==> config.mk <==
export PLATFORM = sky130hd
export DESIGN_NAME = vbs_remainder
export DESIGN_NICKNAME = d
export VERILOG_FILES = /design/src/rtl/vbs_pkg.sv /design/src/rtl/vbs_remainder.sv
export SDC_FILE = /design/constraint.sdc
export NUM_CORES = 1
export LEC_CHECK = 0
export ABC_AREA = 1
export BUFFER_PORTS_ARGS = -buffer_cell sky130_fd_sc_hd__clkbuf_2
export CAP_MARGIN = 25
export CORE_AREA = 2 2 77 79
export CTS_CLUSTER_SIZE = 8
export DETAILED_ROUTE_END_ITERATION = 12
export DIE_AREA = 0 0 79 81
export GPL_TIMING_DRIVEN = 1
export PLACE_DENSITY = 0.65
export SYNTH_ARGS = -nofsm -noshare
export SYNTH_HDL_FRONTEND = slang
export SYNTH_SLANG_ARGS = --single-unit
==> constraint.sdc <==
create_clock -name i_clk -period 1.6 [get_ports i_clk]
set_input_delay 0.08 -clock i_clk [delete_from_list [all_inputs] [get_ports i_clk]]
set_output_delay 0.08 -clock i_clk [all_outputs]
set_load 0.01 [all_outputs]
==> src/rtl/vbs_pkg.sv <==
// ----------------------------------------------------------------------------
// vbs_pkg
// Shared constants, types and a helper function of the background subtractor.
// ----------------------------------------------------------------------------
package vbs_pkg;

    localparam int NUM_SAMPLES = 20;
    localparam int MAX_WIDTH   = 256;
    localparam int MAX_HEIGHT  = 256;

    localparam int PIX_W   = 8;
    localparam int POS_W   = 8;
    localparam int SLOT_IN_W = 5;
    localparam int SLOT_W  = $clog2(NUM_SAMPLES);
    localparam int X_W     = $clog2(MAX_WIDTH);
    localparam int Y_W     = $clog2(MAX_HEIGHT);
    localparam int ADDR_W  = X_W + Y_W;
    localparam int DEPTH   = MAX_WIDTH * MAX_HEIGHT;
    localparam int CNT_W   = $clog2(NUM_SAMPLES + 1);
    localparam int DRAW_W  = 16;
    localparam int UF_W    = 9;
    localparam int SIZE_W  = 9;
    localparam int THR_W   = 8;
    localparam int MIN_W   = 5;

    // register indexes
    localparam logic [2:0] REG_THRESHOLD = 3'd0;
    localparam logic [2:0] REG_MIN       = 3'd1;
    localparam logic [2:0] REG_UPDATE    = 3'd2;
    localparam logic [2:0] REG_WIDTH     = 3'd3;
    localparam logic [2:0] REG_HEIGHT    = 3'd4;

    // actions
    localparam logic ACT_LOAD     = 1'b0;
    localparam logic ACT_CLASSIFY = 1'b1;

    typedef logic [NUM_SAMPLES-1:0][PIX_W-1:0] t_sample_word;

    // step of each direction on one axis: 01 forward, 11 backward, 00 none
    localparam logic [7:0][1:0] STEP_DX = {2'b01, 2'b00, 2'b11, 2'b11,
                                           2'b11, 2'b00, 2'b01, 2'b01};
    localparam logic [7:0][1:0] STEP_DY = {2'b11, 2'b11, 2'b11, 2'b00,
                                           2'b01, 2'b01, 2'b01, 2'b00};

    // slot index taken modulo the sample count, as a small table
    function automatic logic [SLOT_W-1:0] slot_mod(input logic [SLOT_IN_W-1:0] v);
        logic [SLOT_W-1:0] r;
        r = '0;
        for (int i = 0; i < 2**SLOT_IN_W; i++) begin
            if (v == SLOT_IN_W'(i)) begin
                r = SLOT_W'(i % NUM_SAMPLES);
            end
        end
        return r;
    endfunction

endpackage

==> src/rtl/vbs_remainder.sv <==
// ----------------------------------------------------------------------------
// vbs_remainder
// Bit-serial remainder of the update draw by the update factor.
// ----------------------------------------------------------------------------
module vbs_remainder import vbs_pkg::*; (
    input  logic              i_clk,
    input  logic              i_rst_n,
    input  logic              i_start,
    input  logic [DRAW_W-1:0] i_draw,
    input  logic [UF_W-1:0]   i_divisor,
    output logic              o_done,
    output logic              o_zero
);

    localparam int STEP_W = $clog2(DRAW_W + 1);

    logic              r_busy, n_busy;
    logic [STEP_W-1:0] r_step, n_step;
    logic [DRAW_W-1:0] r_shift, n_shift;
    logic [UF_W-1:0]   r_rem, n_rem;
    logic [UF_W-1:0]   r_div, n_div;
    logic [UF_W:0]     trial;

    // one quotient bit per cycle
    always_comb begin
        n_busy  = r_busy;
        n_step  = r_step;
        n_shift = r_shift;
        n_rem   = r_rem;
        n_div   = r_div;
        trial   = {r_rem, r_shift[DRAW_W-1]};
        if (i_start) begin
            n_busy  = 1'b1;
            n_step  = '0;
            n_shift = i_draw;
            n_rem   = '0;
            n_div   = i_divisor;
        end else if (r_busy) begin
            n_shift = {r_shift[DRAW_W-2:0], 1'b0};
            if (trial >= {1'b0, r_div}) begin
                n_rem = UF_W'(trial - {1'b0, r_div});
            end else begin
                n_rem = UF_W'(trial);
            end
            n_step = r_step + STEP_W'(1);
            if (r_step == STEP_W'(DRAW_W - 1)) begin
                n_busy = 1'b0;
            end
        end
    end

    always_ff @(posedge i_clk) begin
        if (!i_rst_n) begin
            r_busy <= 1'b0;
            r_step <= '0;
        end else begin
            r_busy <= n_busy;
            r_step <= n_step;
        end
        r_shift <= n_shift;
        r_rem   <= n_rem;
        r_div   <= n_div;
    end

    assign o_done = !r_busy && !i_start;
    assign o_zero = (r_rem == '0);

endmodule
==> impl_metrics.env <==
export IMPL_worstPathArrival_ps=1970
export IMPL_grt_pass1_wl_mm=7.64
export IMPL_grt_total_usage_pct=15.2
export IMPL_synth_area_top_cells="edfxtp_1 34%, nand2_1 19%, dfxtp_1 14%"
export IMPL_antenna_found_initial=0
export IMPL_synth_most_common_cell="nand2_1"
export IMPL_gr_max_usage_layer="met2"
export IMPL_drt_first_iter_violations=63
export IMPL_die_area_mm2=0.00640
export IMPL_fin_worst_skew_ps=5.55
export IMPL_std_cell_rows=28
export IMPL_p_total_mw=2.25
export IMPL_drive_gt1_share_pct=24.3
export IMPL_required_ps=1830
export IMPL_cts_htree_levels=2
export IMPL_die_x_um=79
export IMPL_max_freq_mhz=576
export IMPL_final_fill_count=568
export IMPL_leakagePower_nw=1.42
export IMPL_min_path_type="input port to register"
export IMPL_wire_per_inst_um=10.7
export IMPL_netlist_instances=272
export IMPL_core_mm2=0.00568
export IMPL_setup_tns_ps=-1000
export IMPL_worstRegToRegCells=11
export IMPL_yosysTopAreaCell="edfxtp_1"
export IMPL_drc=0
export IMPL_finalCriticalPeriod_ps=1740
export IMPL_portBuffers=29
export IMPL_wirelength_mm=4.36
export IMPL_vias=1870
export IMPL_netlist_area_mm2=0.00218
export IMPL_first_pass_iters=5
export IMPL_cts_made_buffers=5
export IMPL_powerDensity_mw_per_mm2=814
export IMPL_ys_seq_area_share_pct=48.2
export IMPL_synth_ff_type="edfxtp_1"
export IMPL_syn_to_final_growth_pct=26.8
export IMPL_clk_latency_ps=290
export IMPL_cts_tree="built"
export IMPL_yosysTopAreaCellShare_pct=34.4
export IMPL_io_pins=30
export IMPL_fin_ws_ps=-137
export IMPL_setup_viol=9
export IMPL_dp_hpwl_mm=3.16
export IMPL_violations="setup timing"
export IMPL_rsz0062_at_grt="true"
export IMPL_yosys_warnings=0
export IMPL_max_cap_violations=0
export IMPL_ir_worst_vdd_mv=0.496
export IMPL_outcome="finished with violations"
export IMPL_clock_sinks=40
export IMPL_routabilityCongestion=0.878
export IMPL_cp_end_kind="register"
export IMPL_start_kind="register"
export IMPL_synth_seq_cells=40
export IMPL_synth_cell_types=29
export IMPL_grt_pass1_vias=1770
export IMPL_slew_violations=0
export IMPL_synth_edf_count=25
export IMPL_cts_root_buf="clkbuf_8"
export IMPL_num_antenna_cells=0
export IMPL_slew_headroom_pct=70.2
export IMPL_initial_core_util_pct=38.4
export IMPL_synthTopCellsByCount="108 x nand2_1, 36 x inv_1, 27 x nand3_1"
export IMPL_fin_crit_sh_pct=109
export IMPL_hold_viol_final=0
export IMPL_clk_path_buf_depth=2
export IMPL_layout_nets=373
export IMPL_clk_pin_slew_worst_paths_ps=80
export IMPL_crit_type="register to register"
export IMPL_grt_max_degree=23
export IMPL_grt_ovfl_total=0
export IMPL_grtUsageMet3_pct=3.78
export IMPL_tightest_slew_ps=447
export IMPL_dieHeight_um=81
export IMPL_viasPerCell=4.57
export IMPL_syn_avg_cell_area_um2=8.02
export IMPL_path_max_fanout=6
export IMPL_ys_async_sr_fraction_pct=0
export IMPL_synth_nets=312
export IMPL_hold_depth=3
export IMPL_met2_usage_pct=25.3
export IMPL_detail_route_antenna_nets=0
export IMPL_met1_usage_pct=19.0
-- through the flow --
stage	area, µm²	worst slack [ps]	utilization [%]	cells	hold slack [ps]
6_report	2770	-137	48.8	409	16.4
5_1_grt	2770	-242	48.8	409	28.2
4_1_cts	2730	-80.2	48.0	408	6.51
3_5_place_dp	2520	-105	44.4	387	259
3_3_place_gp	2520	-84.6	44.4	387	259
2_1_floorplan	2180	43.5	-	272	179
-- worst max-delay path, stage by stage (launching register included) --
cell and delay (ps):
edfxtp_1 380, inv_2 90, ha_4 130, inv_2 40
fa_2 370, nand4_1 120, nand2_2 110, nand2_4 130
nand2_4 90, nand2_1 80, nand3_1 70, nand2_1 90
-- layout by cell type (no fill, tap or decap), types with 3 or more instances in the layout --
cell,instances
inv_2,4
a21oi_1,5
nand3_1,25
dlygate4sd3_1,9
nor2_1,9
nand2_4,3
nand2_1,103
clkbuf_2,29
ha_1,10
inv_1,34
clkbuf_8,5
nand2_2,11
edfxtp_1,25
dfxtp_1,15
nand4_1,3
buf_4,19
-- layer usage --
metal / vias up / routed length, µm
met5: - / 0
met4: 0 / 90
met3: 9 / 169
met2: 32 / 2080
met1: 850 / 2020
li1: 979 / -
-- where the power goes --
group / total [mW] / switching [mW] / internal, mW
clock: 0.639 / 0.335 / 0.304
sequential: 1.20 / 0.0259 / 1.18
combinational: 0.413 / 0.224 / 0.189
total: 2.25 / 0.584 / 1.67
-- logic make-up after synthesis --
kind of cell | count (synthesis) | synth area share (%)
xor+xnor | 4 | 1.61
compound gates | 7 | 1.89
flops | 40 | 48.2
fa+ha+maj | 12 | 7.22
simple gates | 165 | 33.4
buf+inv | 44 | 7.68
-- flip-flops by register name, summed over array words and instances (netlist names) --
register,cells
r_rem,9
r_shift,16
r_div,9
r_step,5
r_busy,1
-- final timing paths --
check / start / slack [ps] / end
setup / recovery: r_shift[15] / -140 / r_rem[4]
hold / removal: i_rst_n / 20 / r_busy
setup reg to reg: r_shift[15] / -140 / r_rem[4]
hold reg to reg: r_rem[7] / 480 / r_rem[7]
-- cell type report --
type                            count  area (µm²)  share of cell area (%)
Timing Repair Buffer               57         378                    13.7
Multi-Input combinational cell    190        1020                    36.8
Sequential cell                    40        1050                    38.0
Inverter                           39         146                    5.29
Clock inverter                      1        3.75                   0.136
Tap cell                           75        93.8                    3.39
Clock buffer                        7        76.3                    2.76
-- what timing repair did --
item,in CTS,in global routing
hold buffers,9,0
setup endpoints to repair,9,9
cloned,2,0
pin swaps,2,11
buffers inserted,2,1
gates resized for setup,2,10
endpoints found under the hold margin,9,0
Power figures use the tool's default switching activity.
